--- src/rtl/rsfr_pkg.sv ---
// shared types and constants for the rs485 slave frame responder
// no dependencies
`default_nettype none

package rsfr_pkg;

  localparam logic [7:0] START_MARK = 8'h23;
  localparam logic [7:0] HEAD_MARK  = 8'h2A;
  localparam logic [7:0] END_MARK   = 8'h24;

  localparam logic [2:0] CMD_STATUS  = 3'd1;
  localparam logic [2:0] CMD_VERSION = 3'd2;
  localparam logic [2:0] CMD_MEASURE = 3'd3;
  localparam logic [2:0] CMD_DATA    = 3'd4;

  localparam logic [2:0] REG_OWN_ADDRESS = 3'd0;
  localparam logic [2:0] REG_FW_VERSION  = 3'd1;
  localparam logic [2:0] REG_MEAS_VALUE  = 3'd2;
  localparam logic [2:0] REG_NODE_STATUS = 3'd3;
  localparam logic [2:0] REG_SENSOR_KIND = 3'd4;

  localparam int QUEUE_DEPTH = 2;

  // reply request handed from the parser to the reply builder
  typedef struct packed {
    logic [2:0] cmd;
  } req_t;

endpackage

`default_nettype wire

--- src/rtl/rs485_slave_frame_responder_core.sv ---
// Takes received bytes on the s_ stream, one per cycle, and answers request
// frames '#', dest, src, '*', cmd, payload, '$', sum that are addressed to this
// node, carry a good checksum and a command from 1 to 4. A reply of 8 to 12
// bytes leaves on the m_ stream, one word per cycle while m_tready is high,
// tlast on its checksum byte. Up to two replies wait in a queue; s_tready
// drops only while that queue is full, so input runs at one word per cycle as
// long as replies are drained. Configuration writes are taken at any cycle with
// cfg_we high and should happen while no frame is in progress.
// depends on rsfr_pkg, rsfr_front, rsfr_queue, rsfr_back
`default_nettype none

module rs485_slave_frame_responder_core import rsfr_pkg::*; #(
  parameter int MAX_FRAME_BYTES = 20
) (
  input  wire logic        clk,
  input  wire logic        rst,
  input  wire logic        s_tvalid,
  output logic             s_tready,
  input  wire logic [7:0]  s_tdata,   // [7:0] rx_byte
  output logic             m_tvalid,
  input  wire logic        m_tready,
  output logic [7:0]       m_tdata,   // [7:0] tx_byte
  output logic             m_tlast,
  input  wire logic        cfg_we,
  input  wire logic [2:0]  cfg_index,
  input  wire logic [31:0] cfg_data
);

  logic [7:0]  own_address;
  logic [15:0] firmware_version;
  logic [31:0] measurement_value;
  logic [7:0]  node_status;
  logic [7:0]  sensor_kind;

  logic take;
  logic push;
  logic pop;
  logic q_full;
  logic q_not_empty;
  req_t push_req;
  req_t head_req;

  always_ff @(posedge clk) begin
    if (rst) begin
      own_address       <= 8'd1;
      firmware_version  <= 16'h0110;
      measurement_value <= 32'd10;
      node_status       <= 8'd0;
      sensor_kind       <= 8'd0;
    end else if (cfg_we) begin
      case (cfg_index)
        REG_OWN_ADDRESS: own_address       <= cfg_data[7:0];
        REG_FW_VERSION:  firmware_version  <= cfg_data[15:0];
        REG_MEAS_VALUE:  measurement_value <= cfg_data;
        REG_NODE_STATUS: node_status       <= cfg_data[7:0];
        REG_SENSOR_KIND: sensor_kind       <= cfg_data[7:0];
        default: ;
      endcase
    end
  end

  assign s_tready = !q_full;
  assign take     = s_tvalid && s_tready;

  rsfr_front #(
    .MAX_FRAME_BYTES (MAX_FRAME_BYTES)
  ) u_front (
    .clk         (clk),
    .rst         (rst),
    .take        (take),
    .rx_byte     (s_tdata),
    .own_address (own_address),
    .push        (push),
    .req         (push_req)
  );

  rsfr_queue u_queue (
    .clk       (clk),
    .rst       (rst),
    .push      (push),
    .push_req  (push_req),
    .pop       (pop),
    .full      (q_full),
    .not_empty (q_not_empty),
    .head      (head_req)
  );

  rsfr_back u_back (
    .clk               (clk),
    .rst               (rst),
    .req_valid         (q_not_empty),
    .req               (head_req),
    .pop               (pop),
    .own_address       (own_address),
    .firmware_version  (firmware_version),
    .measurement_value (measurement_value),
    .node_status       (node_status),
    .sensor_kind       (sensor_kind),
    .m_tvalid          (m_tvalid),
    .m_tready          (m_tready),
    .m_tdata           (m_tdata),
    .m_tlast           (m_tlast)
  );

endmodule

`default_nettype wire

--- src/rtl/rsfr_front.sv ---
// frame parser: hunts for request frames and checks sum, address and command
// depends on rsfr_pkg
`default_nettype none

module rsfr_front import rsfr_pkg::*; #(
  parameter int MAX_FRAME_BYTES = 20
) (
  input  wire logic       clk,
  input  wire logic       rst,
  input  wire logic       take,
  input  wire logic [7:0] rx_byte,
  input  wire logic [7:0] own_address,
  output logic            push,
  output req_t            req
);

  localparam int LEN_W = $clog2(MAX_FRAME_BYTES + 1);
  localparam int CMP_W = LEN_W + 2;
  localparam logic [CMP_W-1:0] MAX_LEN = CMP_W'(MAX_FRAME_BYTES);

  localparam logic [2:0] PH_HUNT = 3'd0;
  localparam logic [2:0] PH_DEST = 3'd1;
  localparam logic [2:0] PH_SRC  = 3'd2;
  localparam logic [2:0] PH_STAR = 3'd3;
  localparam logic [2:0] PH_CMD  = 3'd4;
  localparam logic [2:0] PH_BODY = 3'd5;
  localparam logic [2:0] PH_CSUM = 3'd6;

  logic [2:0]       phase, phase_next;
  logic [7:0]       sum, sum_next;
  logic [7:0]       dest, dest_next;
  logic [7:0]       cmd, cmd_next;
  logic [LEN_W-1:0] len, len_next;
  logic [CMP_W-1:0] len_ext;
  logic             cmd_known;

  assign len_ext   = CMP_W'(len);
  assign cmd_known = (cmd == 8'(CMD_STATUS)) || (cmd == 8'(CMD_VERSION)) ||
                     (cmd == 8'(CMD_MEASURE)) || (cmd == 8'(CMD_DATA));

  always_comb begin
    phase_next = phase;
    sum_next   = sum;
    dest_next  = dest;
    cmd_next   = cmd;
    len_next   = len;
    push       = 1'b0;
    req.cmd    = cmd[2:0];
    if (take) begin
      unique case (phase)
        PH_DEST: begin
          dest_next  = rx_byte;
          sum_next   = sum + rx_byte;
          len_next   = LEN_W'(2);
          phase_next = PH_SRC;
        end
        PH_SRC: begin
          sum_next   = sum + rx_byte;
          len_next   = LEN_W'(3);
          phase_next = PH_STAR;
        end
        PH_STAR: begin
          if (rx_byte == HEAD_MARK) begin
            sum_next   = sum + rx_byte;
            len_next   = LEN_W'(4);
            phase_next = PH_CMD;
          end else begin
            phase_next = PH_HUNT;
            sum_next   = '0;
            len_next   = '0;
          end
        end
        PH_CMD: begin
          cmd_next   = rx_byte;
          sum_next   = sum + rx_byte;
          len_next   = LEN_W'(5);
          phase_next = PH_BODY;
        end
        PH_BODY: begin
          if (rx_byte == END_MARK) begin
            if (len_ext + CMP_W'(2) > MAX_LEN) begin
              phase_next = PH_HUNT;
              sum_next   = '0;
              len_next   = '0;
            end else begin
              len_next   = len + LEN_W'(1);
              phase_next = PH_CSUM;
            end
          end else if (len_ext + CMP_W'(3) > MAX_LEN) begin
            phase_next = PH_HUNT;
            sum_next   = '0;
            len_next   = '0;
          end else begin
            sum_next = sum + rx_byte;
            len_next = len + LEN_W'(1);
          end
        end
        PH_CSUM: begin
          push       = (rx_byte == sum) && (dest == own_address) && cmd_known;
          phase_next = PH_HUNT;
          sum_next   = '0;
          len_next   = '0;
        end
        default: begin
          // hunting, and any phase code without meaning
          if (rx_byte == START_MARK) begin
            sum_next   = rx_byte;
            len_next   = LEN_W'(1);
            phase_next = PH_DEST;
          end else begin
            phase_next = PH_HUNT;
            sum_next   = '0;
            len_next   = '0;
          end
        end
      endcase
    end
  end

  always_ff @(posedge clk) begin
    if (rst) begin
      phase <= PH_HUNT;
      sum   <= '0;
      dest  <= '0;
      cmd   <= '0;
      len   <= '0;
    end else begin
      phase <= phase_next;
      sum   <= sum_next;
      dest  <= dest_next;
      cmd   <= cmd_next;
      len   <= len_next;
    end
  end

endmodule

`default_nettype wire

--- src/rtl/rsfr_queue.sv ---
// short queue of reply requests between parser and reply builder
// depends on rsfr_pkg
`default_nettype none

module rsfr_queue import rsfr_pkg::*; (
  input  wire logic clk,
  input  wire logic rst,
  input  wire logic push,
  input  wire req_t push_req,
  input  wire logic pop,
  output logic      full,
  output logic      not_empty,
  output req_t      head
);

  localparam int PTR_W = $clog2(QUEUE_DEPTH);
  localparam int CNT_W = $clog2(QUEUE_DEPTH + 1);

  req_t             entries [QUEUE_DEPTH];
  logic [PTR_W-1:0] wr_ptr, rd_ptr;
  logic [CNT_W-1:0] count;

  assign full      = (count == CNT_W'(QUEUE_DEPTH));
  assign not_empty = (count != '0);
  assign head      = entries[rd_ptr];

  always_ff @(posedge clk) begin
    if (push) begin
      entries[wr_ptr] <= push_req;
    end
  end

  always_ff @(posedge clk) begin
    if (rst) begin
      wr_ptr <= '0;
      rd_ptr <= '0;
      count  <= '0;
    end else begin
      if (push) begin
        wr_ptr <= (wr_ptr == PTR_W'(QUEUE_DEPTH - 1)) ? '0 : wr_ptr + PTR_W'(1);
      end
      if (pop) begin
        rd_ptr <= (rd_ptr == PTR_W'(QUEUE_DEPTH - 1)) ? '0 : rd_ptr + PTR_W'(1);
      end
      if (push && !pop) begin
        count <= count + CNT_W'(1);
      end else if (pop && !push) begin
        count <= count - CNT_W'(1);
      end
    end
  end

endmodule

`default_nettype wire

--- src/rtl/rsfr_back.sv ---
// reply builder: walks one reply a byte per cycle into an output register while m_tready allows
// depends on rsfr_pkg
`default_nettype none

module rsfr_back import rsfr_pkg::*; (
  input  wire logic        clk,
  input  wire logic        rst,
  input  wire logic        req_valid,
  input  wire req_t        req,
  output logic             pop,
  input  wire logic [7:0]  own_address,
  input  wire logic [15:0] firmware_version,
  input  wire logic [31:0] measurement_value,
  input  wire logic [7:0]  node_status,
  input  wire logic [7:0]  sensor_kind,
  output logic             m_tvalid,
  input  wire logic        m_tready,
  output logic [7:0]       m_tdata,
  output logic             m_tlast
);

  logic [3:0] idx;
  logic [3:0] last_idx;
  logic [7:0] sum;
  logic [7:0] body_byte;
  logic [7:0] cur_byte;
  logic [7:0] sum_base;
  logic       load;
  logic       is_last;

  always_comb begin
    unique case (req.cmd)
      CMD_STATUS:  last_idx = 4'd10;
      CMD_MEASURE: last_idx = 4'd7;
      default:     last_idx = 4'd11;
    endcase
  end

  // command-specific body, body byte k sits at reply byte 6 + k
  always_comb begin
    body_byte = 8'h00;
    case (req.cmd)
      CMD_STATUS: begin
        case (idx)
          4'd6:    body_byte = node_status;
          4'd8:    body_byte = sensor_kind;
          default: body_byte = 8'h00;
        endcase
      end
      CMD_VERSION: begin
        case (idx)
          4'd6:    body_byte = firmware_version[7:0];
          4'd7:    body_byte = firmware_version[15:8];
          default: body_byte = 8'h00;
        endcase
      end
      CMD_DATA: begin
        case (idx)
          4'd6:    body_byte = measurement_value[7:0];
          4'd7:    body_byte = measurement_value[15:8];
          4'd8:    body_byte = measurement_value[23:16];
          4'd9:    body_byte = measurement_value[31:24];
          default: body_byte = 8'h00;
        endcase
      end
      default: body_byte = 8'h00;
    endcase
  end

  always_comb begin
    is_last = (idx == last_idx);
    if (is_last) begin
      cur_byte = sum;
    end else if (idx == last_idx - 4'd1) begin
      cur_byte = END_MARK;
    end else begin
      case (idx)
        4'd0:    cur_byte = START_MARK;
        4'd1:    cur_byte = 8'h00;
        4'd2:    cur_byte = own_address;
        4'd3:    cur_byte = HEAD_MARK;
        4'd4:    cur_byte = {5'd0, req.cmd};
        4'd5:    cur_byte = 8'h00;
        default: cur_byte = body_byte;
      endcase
    end
  end

  assign load     = req_valid && (!m_tvalid || m_tready);
  assign pop      = load && is_last;
  assign sum_base = (idx == 4'd0) ? 8'h00 : sum;

  always_ff @(posedge clk) begin
    if (rst) begin
      idx      <= '0;
      m_tvalid <= 1'b0;
    end else begin
      if (load) begin
        idx      <= is_last ? 4'd0 : idx + 4'd1;
        m_tvalid <= 1'b1;
      end else if (m_tready) begin
        m_tvalid <= 1'b0;
      end
    end
  end

  always_ff @(posedge clk) begin
    if (load) begin
      m_tdata <= cur_byte;
      m_tlast <= is_last;
      // the end mark stays out of the reply sum
      sum     <= (idx == last_idx - 4'd1) ? sum : sum_base + cur_byte;
    end
  end

endmodule

`default_nettype wire

--- config.mk ---
export PLATFORM = sky130hd
export DESIGN_NAME = rs485_slave_frame_responder_core
export DESIGN_NICKNAME = d
export VERILOG_FILES = /design/src/rtl/rsfr_pkg.sv /design/src/rtl/rs485_slave_frame_responder_core.sv /design/src/rtl/rsfr_front.sv /design/src/rtl/rsfr_queue.sv /design/src/rtl/rsfr_back.sv
export SDC_FILE = /design/constraint.sdc
export NUM_CORES = 1
export LEC_CHECK = 0
export BUFFER_PORTS_ARGS = -buffer_cell sky130_fd_sc_hd__buf_2
export CORE_MARGIN = 4
export CORE_UTILIZATION = 50
export CTS_CLUSTER_DIAMETER = 30
export DETAILED_ROUTE_END_ITERATION = 8
export GPL_ROUTABILITY_DRIVEN = 0
export GPL_TIMING_DRIVEN = 0
export PLACE_DENSITY = 0.77
export SLEW_MARGIN = 20
export SYNTH_ARGS = -nofsm -noshare
export SYNTH_HDL_FRONTEND = slang
export SYNTH_HIERARCHICAL = 1
export SYNTH_SLANG_ARGS = --single-unit
--- constraint.sdc ---
create_clock -name clk -period 3.3 [get_ports clk]
set_clock_uncertainty 0.2 [all_clocks]
set_input_delay 0.33 -clock clk [delete_from_list [all_inputs] [get_ports clk]]
set_output_delay 0.33 -clock clk [all_outputs]
set_load 0.01 [all_outputs]
=== Word level (Yosys, flattened, before mapping) ===
Memories as Yosys holds them, arrays and structs flattened. A register that Yosys moved wholly into a read port is not among the register bits.
Index checks and enable logic that the tools add are counted.

* Bits in registers: 130
* RAM bits: 6
* Word-level logic and storage cells: 142
* Memories kept: 1

{| class="wikitable"
|+ Memory list
! memory !! words !! width !! rd ports !! clocked after Yosys merged registers in !! write ports !! RTL line !! text
|-
| u_queue.entries || 2 || 3 || 1 || 1 || 1 || rsfr_queue.sv:19 || <nowiki>req_t entries [QUEUE_DEPTH];</nowiki>
|}

* Add/sub/neg operators: 11
* $lt $le $gt $ge: 2
* Eq/ne operators: 37
* Mux-type cells: 40
* Bitwise gates (word level): 1
* Reduce and logical (&&, ||, !) cells: 32

{| class="wikitable"
|+ Operators with widths
! operator !! number
|-
| $mux 8 || 8
|-
| $pmux 8 s4 || 2
|-
| $pmux 8 s5 || 1
|-
| $pmux 8 s2 || 2
|-
| $pmux 5 s6 || 1
|-
| $eq 8x6->1 const B || 3
|-
| $pmux 8 s3 || 1
|-
| $reduce_and 2->1 || 10
|-
| $eq 3x2->1 const B || 6
|-
| $pmux 3 s6 || 1
|-
| $add 8x8->8 || 2
|-
| $eq 4x3->1 const B || 4
|-
| $eq 8x2->1 const B || 2
|-
| $eq 8x8->1 || 2
|-
| $eq 3x3->1 const B || 5
|-
| $mux 3 || 5
|-
| $mux 5 || 3
|-
| $gt 7x5->1 const B || 2
|-
| $add 5x2->6 const B || 2
|-
| $mux 1 || 12
|-
| $eq 3x1->1 const B || 3
|-
| $eq 4x2->1 const B || 2
|-
| $eq 4x4->1 || 2
|-
| $eq 4x4->1 const B || 2
|-
| other kinds (24) || 40
|}

=== Longest topological paths before layout ===
Gate-level depths: netlist (run 1).

* Depth in word-level cells: 11
* Depth in mapped cells: 19

=== Hierarchy ===
Netlist (run 1), hierarchy kept.

{| class="wikitable"
|+ By module, submodules not included
! module !! instances !! cells an instance !! area an instance (µm²) !! sequential area each (µm²)
|-
| rs485_slave_frame_responder_core || 1 || 283 || 3014.1 || 1441.4
|-
| rsfr_front || 1 || 258 || 2180.8 || 640.6
|-
| rsfr_back || 1 || 250 || 2077.0 || 610.6
|-
| rsfr_queue || 1 || 31 || 424.2 || 280.3
|}

=== Least setup slack after synthesis (run 1) ===
No wires, ideal clock.

* Path type: register to register
* From: register with a tool-made name
* To: register u_back.sum[7] (data pin)
* Arrival: 3.158 ns
* Setup slack: -0.325 ns
* Stages on the path, launching flop included: 16
* Path buffers: 2
* Period minus slack after synthesis: 3.625 ns
* Path through: dfxtp_1 > mux2_2 > or3b_1 > buf_4 > nor4_2 > a211oi_1 > buf_6 > o31a_1 > a22o_1 > ha_1 > a21o_1 > a21oi_1 > nand2b_1 > a21boi_1 > o41ai_1 > xnor2_1

{| class="wikitable"
|+ RTL lines
! element !! RTL line !! text
|-
| end signal, assigned || rsfr_back.sv:112 || <nowiki>sum <= (idx == last_idx - 4'd1) ? sum : sum_base + cur_byte;</nowiki>
|-
| end, declared || rsfr_back.sv:24 || <nowiki>logic [7:0] sum;</nowiki>
|}

==> results of run 1 <==
-- Yosys cell counts, types with 6 or more instances --
library cell	instances
a22o_1	6
nor3_1	8
edfxtp_1	23
nand2_1	31
and2_1	9
xnor2_1	21
a211oi_1	15
nand2b_1	109
dfxtp_1	114
nand3_1	22
buf_4	8
o22ai_1	10
o21ai_1	7
clkbuf_1	32
a22oi_1	25
xor2_1	6
nor2_1	71
a21oi_1	31
mux2i_1	89
inv_1	17
ha_1	26
nor2b_1	11
nand4_1	7
o21ai_0	9
buf_2	10
-- worst reg2reg max path, cell delays in order, from the launching register on --
cell and delay [ns]:
dfxtp_4 0.36, mux2_4 0.34, or3b_1 0.39, buf_6 0.15, nor4_4 0.15, a211oi_2 0.09
buf_6 0.15, o31a_1 0.13, a22o_1 0.24, ha_1 0.29, a21o_1 0.17, a21oi_2 0.16
nand2b_4 0.14, a21boi_2 0.06, o41ai_2 0.25, xnor2_1 0.10
-- final cells by class --
type | instances | area share, %
plain buffers | 51 | 3.126
clock buffers | 23 | 5.545
clock inverters | 9 | 0.8632
inverters | 19 | 0.8632
multi-input cells | 609 | 47.84
flip-flops and latches | 137 | 31.19
well taps | 188 | 2.459
repair buffers | 114 | 8.109
-- placed cells by master, fill, tap and decap left out, drive strengths merged, types with 7 or more instances in the layout --
| cell type | synthesis | final |
|---|---|---|
| a22oi | 25 | 25 |
| mux2i | 89 | 89 |
| a31oi | 7 | 7 |
| inv | 19 | 17 |
| o22ai | 10 | 10 |
| nor2b | 11 | 11 |
| o21ai | 16 | 16 |
| and2 | 9 | 9 |
| clkinv | 0 | 7 |
| dfxtp | 114 | 114 |
| a211oi | 15 | 15 |
| edfxtp | 23 | 23 |
| nand2b | 109 | 109 |
| clkbuf | 32 | 49 |
| buf | 25 | 113 |
| ha | 26 | 26 |
| a21oi | 32 | 32 |
| nand2 | 31 | 31 |
| xnor2 | 21 | 21 |
| nor2 | 73 | 73 |
| nor3 | 9 | 9 |
| nand4 | 7 | 7 |
| nand3 | 23 | 23 |
| dlygate4sd3 | 0 | 26 |
-- routing by layer --
metal	vias to the layer above	global-route usage, %	wire [um]
li1	3184	-	-
met2	227	36.43	9221
met4	0	8.576	411
met5	-	0	0
met3	39	4.313	1001
met1	3149	30.01	9225
-- what timing repair did --
action	in CTS	in global routing
setup endpoints to repair	12	7
hold endpoints to repair	28	1
pin swaps	12	5
buffers inserted	25	5
gates resized for setup	44	5
hold buffers	25	1
-- per-stage QoR --
stage                     hold WS, ns  cell area, um^2  setup WS [ns]  util, %  power [mW]
after floorplan                0.1950             7771        -0.1630        -       1.965
after global placement         0.2458             8297        -0.6728    54.78       2.058
after detailed placement       0.2528             8297        -0.6996    54.78       2.063
after CTS                    0.003772             9499        -0.3196    62.72       4.005
after global routing          0.03203             9567        -0.4419    63.16       4.110
final                         0.02819             9567        -0.3344    63.16       3.993
-- cell families after synthesis --
logic type,after synthesis,synth area share [%]
compound gates,145,13.36
xor+xnor,27,3.073
fa+ha+maj,28,4.747
buf+inv,76,4.552
flops,137,38.63
mux,92,12.01
simple gates,317,23.62
-- state kept, by name, indices dropped and copies added (netlist names), named ones only --
name	cells
measurement_value	32
firmware_version	16
node_status	8
own_address	8
sensor_kind	8
u_back/m_tdata	8
u_back/sum	8
u_front/cmd	8
u_front/dest	8
u_front/sum	8
u_queue/entries	6
u_front/len	5
u_back/idx	4
u_front/phase	3
u_queue/count	2
u_back/m_tlast	1
u_back/m_tvalid	1
u_queue/rd_ptr	1
u_queue/wr_ptr	1
-- path summary, 6_finish.rpt --
check,cells past startpoint,start,to
setup / recovery,15,flop,u_back/sum[7]
hold / removal,3,cfg_data[15],measurement_value[15]
setup reg to reg,15,flop,u_back/sum[7]
hold reg to reg,2,u_front/sum[2],u_front/sum[2]
-- power by group --
group          switching (mW)  total [mW]  internal [mW]  leakage [nW]
registers              0.0261        1.75           1.72          1.16
clock network           0.728        1.93           1.21         0.309
logic                   0.164       0.311          0.147          2.23
==> metrics.md, run 1 <==
| Metric | Value |
|---|---|
| Status | finished, violations left |
| Failing checks | setup timing |
| Hpwl dp | 13490 um |
| Area of the multi-input gates | 4577 um^2 |
| Slew Limit Fails | 0 |
| Most used cell, CP | buf_6 |
| Non-filler cells in the finished layout | 1150 |
| CP Class | reg -> reg |
| Largest net degree at the start of global routing | 17 |
| Final worst slack | -0.3344 ns |
| DRT iter0 DRCs | just under 500 |
| DRC | 0 |
| Die X | 132.1 um |
| CTS Sinks | 137 |
| CTS Buf Count | 17 |
| Nets@finish | between 1000 and 1500 |
| TritonCTS clock tree | built |
| R2R Setup Slk | -0.33 ns |
| Critical Path RT | 3.27 ns |
| Pwr Density | 417.4 nW/um^2 |
| Number of vias per cell | 5.738 |
| Hold Crit Class | in -> reg |
| Wirelength, routed | 19860 um |
| Unique masters post-synth | 73 |
| Worst Path Arrival | 3.60 ns |
| Syn nets | 898 |
| Fillcell total | 1207 |
| Synth Flop Type | dfxtp_1 |
| Die area | 17440 um^2 |
| Setup tns final | -0.9536 ns |
| Syn_area_per_cell | 9.363 um^2 |
| Final Hold Violating Endpoints | 0 |
| Worst path bufs/invs | 2 |
| FP Rows | 45 |
| RSZ-0062 raised after global routing | true |
| Family with the most delay on the worst path | compound AO/OA/AOI/OAI gates |
| Synthesis Warnings | 6 |
| Slowest cell on the critical path | or3b_1 |
| Post-synth EDFFs | 23 |
| Share of flip-flops with an asynchronous set or reset | 0% |
| Min cycle time layout | 3.634 ns |
| CP peak stage delay | 0.39 ns |
| Max clock buf depth | 2 |
| Initial Utilization | 50.81% |
| Storage cell area | ~3000 um^2 |
| Slew @ Worst Pin | 0.7579 ns |
| Most area-consuming cells after synthesis | dfxtp_1 30%, mux2i_1 12%, edfxtp_1 9.0% |
| Die H | around 130 um |
| GR Util All Layers | between 20% and 30% |
| IO Count | around 60 |
| Seq/Total Area, Yosys | 38.63% |
| Post-Syn Area | between 7000 and 8000 um^2 |
| Post-synth top area share | 29.65% |
| Antenna violations before repair | 0 |
| Synth Register Bits | ~140 |
| Layout cell share with drive strength beyond 1 | 21.83% |
| Peak Freq | 0.2751 GHz |
| Crit end category | flop |
| Slew HR | 49.28% |
| Clock Pin Slew Worst Setup and Hold Paths | 0.06 ns |
| Grt ovf | 0 |
| Max VDD drop | 0.3706 mV |
| Max_cap viols | 0 |
| P&R area growth vs syn | 24.31% |
| Vias in the first global route | 6482 |
| Syn Inst Count | 822 |
| Period utilization | 110.1% |
| Final antenna-violating net count | 0 |
| First-pass iteration count of the detailed router | 5 |
| CTS HTree Levels | 4 |
| CP Cell Sequence | mux2_4 > or3b_1 > buf_6 > nor4_4 > a211oi_2 > buf_6 > o31a_1 > a22o_1 > ha_1 > a21o_1 > a21oi_2 > nand2b_4 > a21boi_2 > o41ai_2 > xnor2_1 |
| N_diodes | 0 |
| First-pass GRT wire length | ~32000 um |
| WL/cell | 17.27 um |
| Placed Instances | 1068 |
| Setup crit start kind | flop |
| Yosys top cell by area | dfxtp_1 |
| CP Max Fanout | 6 |
| Root buf cell | clkbuf_16 |
| Buffers on Ports | 58 |
| Vias | 6599 |
| Static leakage | between 3 and 4 nW |
| Core Region | between 15000 and 20000 um^2 |
| Clk Latency, worst-skew pair | about 0.43 ns |
| Final setup viols | 4 |
Power figures use the tool's default switching activity.
==> run 2: changes to the inputs <==
- CELL_PAD_IN_SITES_DETAIL_PLACEMENT: not set -> 0
- CELL_PAD_IN_SITES_GLOBAL_PLACEMENT: not set -> 1
- CORE_UTILIZATION: 50 -> 43
- PLACE_DENSITY: 0.77 -> 0.83
==> run 2 against run 1 <==
The flow still finishes with violations (setup timing). Global-route usage decreased by 2.4 points. Worst setup slack got worse by 0.010 ns. Sequential cell count stayed put. Combinational power barely moved.
==> metrics.md, run 2 (synthesized netlist as in run 1, its figures left out) <==
| Metric | Value |
|---|---|
| Min Hold Slack | 0.01900 ns (-0.009197 ns) |
| GR Util All Layers | 20.13% (-2.4 points) |
| Static leakage | 3.705 nW (about the same) |
| Final Hold Violating Endpoints | 0 (unchanged) |
| Most frequent cells in the layout | 111 x dfxtp_1, 108 x nand2b_1, 89 x mux2i_1, 70 x nor2_1, 67 x buf_2 |
| Slew @ Worst Pin | 0.7585 ns (+0.0005950 ns) |
| N_diodes | 0 (unchanged) |
| WL/cell | 17.00 um (-1.6%) |
| Die area | 20100 um^2 (+15%) |
| Die X | 141.8 um (+7.4%) |
| Number of flip-flops under the largest register name | 32 (unchanged) |
| FP Rows | 48 (+6.7%) |
| Pwr Density | 425.3 nW/um^2 (+1.9%) |
| Worst Path Arrival | 3.61 ns (about the same) |
| Setup crit start kind | flop |
| Setup tns final | -0.9222 ns (+0.03143 ns) |
| Status | finished, violations left |
| Nets@finish | 1022 (-0.29%) |
| RSZ-0062 raised after global routing | true |
| Wirelength, routed | 20130 um (+1.3%) |
| Failing checks | setup timing |
| Critical Path RT | 3.26 ns (about the same) |
| Top reg by flops | measurement_value |
| Final antenna-violating net count | 0 (unchanged) |
| Fillcell total | 1581 (+31%) |
| Period utilization | 110.4% (+0.31 points) |
| Largest regs | measurement_value x32, firmware_version x16 |
| Peak Freq | 0.2744 GHz (-0.28%) |
| R2R Setup Slk | -0.34 ns (about the same) |
| Final instance area | 9637 um^2 (+0.73%) |
| Total power | 4.099 mW (+2.7%) |
| Hold Crit Class | in -> reg |
| Hpwl dp | 14220 um (+5.4%) |
| Slew Limit Fails | 0 (unchanged) |
| DRT iter0 DRCs | 440 (-11%) |
| CP Max Fanout | 6 (unchanged) |
| Layout cell share with drive strength beyond 1 | 22.11% (+0.28 points) |
| Number of vias per cell | 5.446 (-5.1%) |
| CTS Buf Count | 17 (unchanged) |
| Buffers on Ports | 58 (unchanged) |
| P&R area growth vs syn | 25.22% |
| Grt ovf | 0 (unchanged) |
| Root buf cell | clkbuf_16 |
| Max VDD drop | 0.3270 mV (-12%) |
| CTS HTree Levels | 4 (unchanged) |
| Storage cell area | 2984 um^2 (unchanged) |
| Max clock buf depth | 2 (unchanged) |
| TritonCTS clock tree | built |
| Antenna violations before repair | 0 (unchanged) |
| Min cycle time layout | 3.645 ns (+0.01037 ns) |
| Max_cap viols | 0 (unchanged) |
| CTS Sinks | 137 (unchanged) |
| First-pass GRT wire length | 32110 um (+0.19%) |
| Largest net degree at the start of global routing | 17 (unchanged) |
| Slew HR | 49.24% (about the same) |
| Placed Instances | 1105 (+3.5%) |
| First-pass iteration count of the detailed router | 5 (unchanged) |
| Commonest non-fill, non-tap cell in the layout | dfxtp_1 |
| Clock Pin Slew Worst Setup and Hold Paths | 0.06 ns (about the same) |
| Post-DP Area | 8343 um^2 (+0.56%) |
| IO Count | 59 (unchanged) |
| Clk Latency, worst-skew pair | 0.43 ns (about the same) |
| Initial Utilization | 44.19% (-6.6 points) |
| Vias in the first global route | 6159 (-5.0%) |
| Die H | 141.8 um (+7.4%) |
| CP Class | reg -> reg |
| Core Region | 17420 um^2 (+15%) |
| Non-filler cells in the finished layout | 1184 (+3.0%) |
| Final worst slack | -0.3448 ns (-0.01037 ns) |
| Vias | 6448 (-2.3%) |
| Area of the multi-input gates | 4588 um^2 (+0.25%) |
| DRC | 0 (unchanged) |
| Final setup viols | 4 (unchanged) |
| Crit end category | flop |
-- run 2: critical path, cell delays in order, from the launching register on --
cell and delay, ns:
dfxtp_4 0.37, mux2_4 0.35, or3b_1 0.39, buf_6 0.15, a21oi_4 0.11, a211oi_2 0.06, o22ai_2 0.21, a22o_1 0.19
ha_2 0.20, inv_2 0.04, fa_2 0.33, nor2b_1 0.13, o21ai_1 0.09, a21boi_1 0.20, o21a_1 0.16, nor2_1 0.05
xnor2_1 0.14
-- run 2: per-stage QoR --
stage | setup WS (ns) | util (%)
2_1_floorplan | -0.1630 | -
3_3_place_gp | -0.8102 | 47.90
3_5_place_dp | -0.8184 | 47.90
4_1_cts | -0.3393 | 54.53
5_1_grt | -0.4730 | 55.33
6_report | -0.3448 | 55.33
-- run 2: worst paths after layout --
check	cells after the start	end	startpoint
setup reg to reg	16	u_back/sum[6]	flop
hold reg to reg	2	u_front/sum[2]	u_front/sum[2]
setup / recovery	16	u_back/sum[6]	flop
hold / removal	3	measurement_value[9]	cfg_data[9]
-- run 2: area by class of cell --
class,count,share of cell area (%)
Clock buffer,24,5.661
Tap cell,225,2.921
Inverter,19,0.8050
Multi-Input combinational cell,609,47.61
Buffer,52,3.298
Clock inverter,8,1.052
Timing Repair Buffer,110,7.686
Sequential cell,137,30.97
-- run 2: layer usage --
| metal | GRT usage [%] | up-vias | wire [um] |
|---|---|---|---|
| met5 | 0 | - | 0 |
| met1 | 28.62 | 3072 | 9787 |
| met4 | 7.374 | 0 | 353 |
| li1 | - | 3185 | - |
| met3 | 3.539 | 29 | 990 |
| met2 | 30.63 | 162 | 8994 |
-- run 2: power by group --
part,total [mW],internal (mW),switching (mW),leakage [nW]
Sequential,1.75,1.72,0.0256,1.16
Combinational,0.312,0.148,0.164,2.22
Clock,2.04,1.31,0.730,0.318
Total,4.10,3.18,0.919,3.70
-- run 2: repair_timing --
action,CTS,global route
hold buffers,24,0
pin swaps,16,10
buffers inserted,16,13
resized for setup,45,17
endpoints found under the setup margin,12,7
endpoints found under the hold margin,28,0
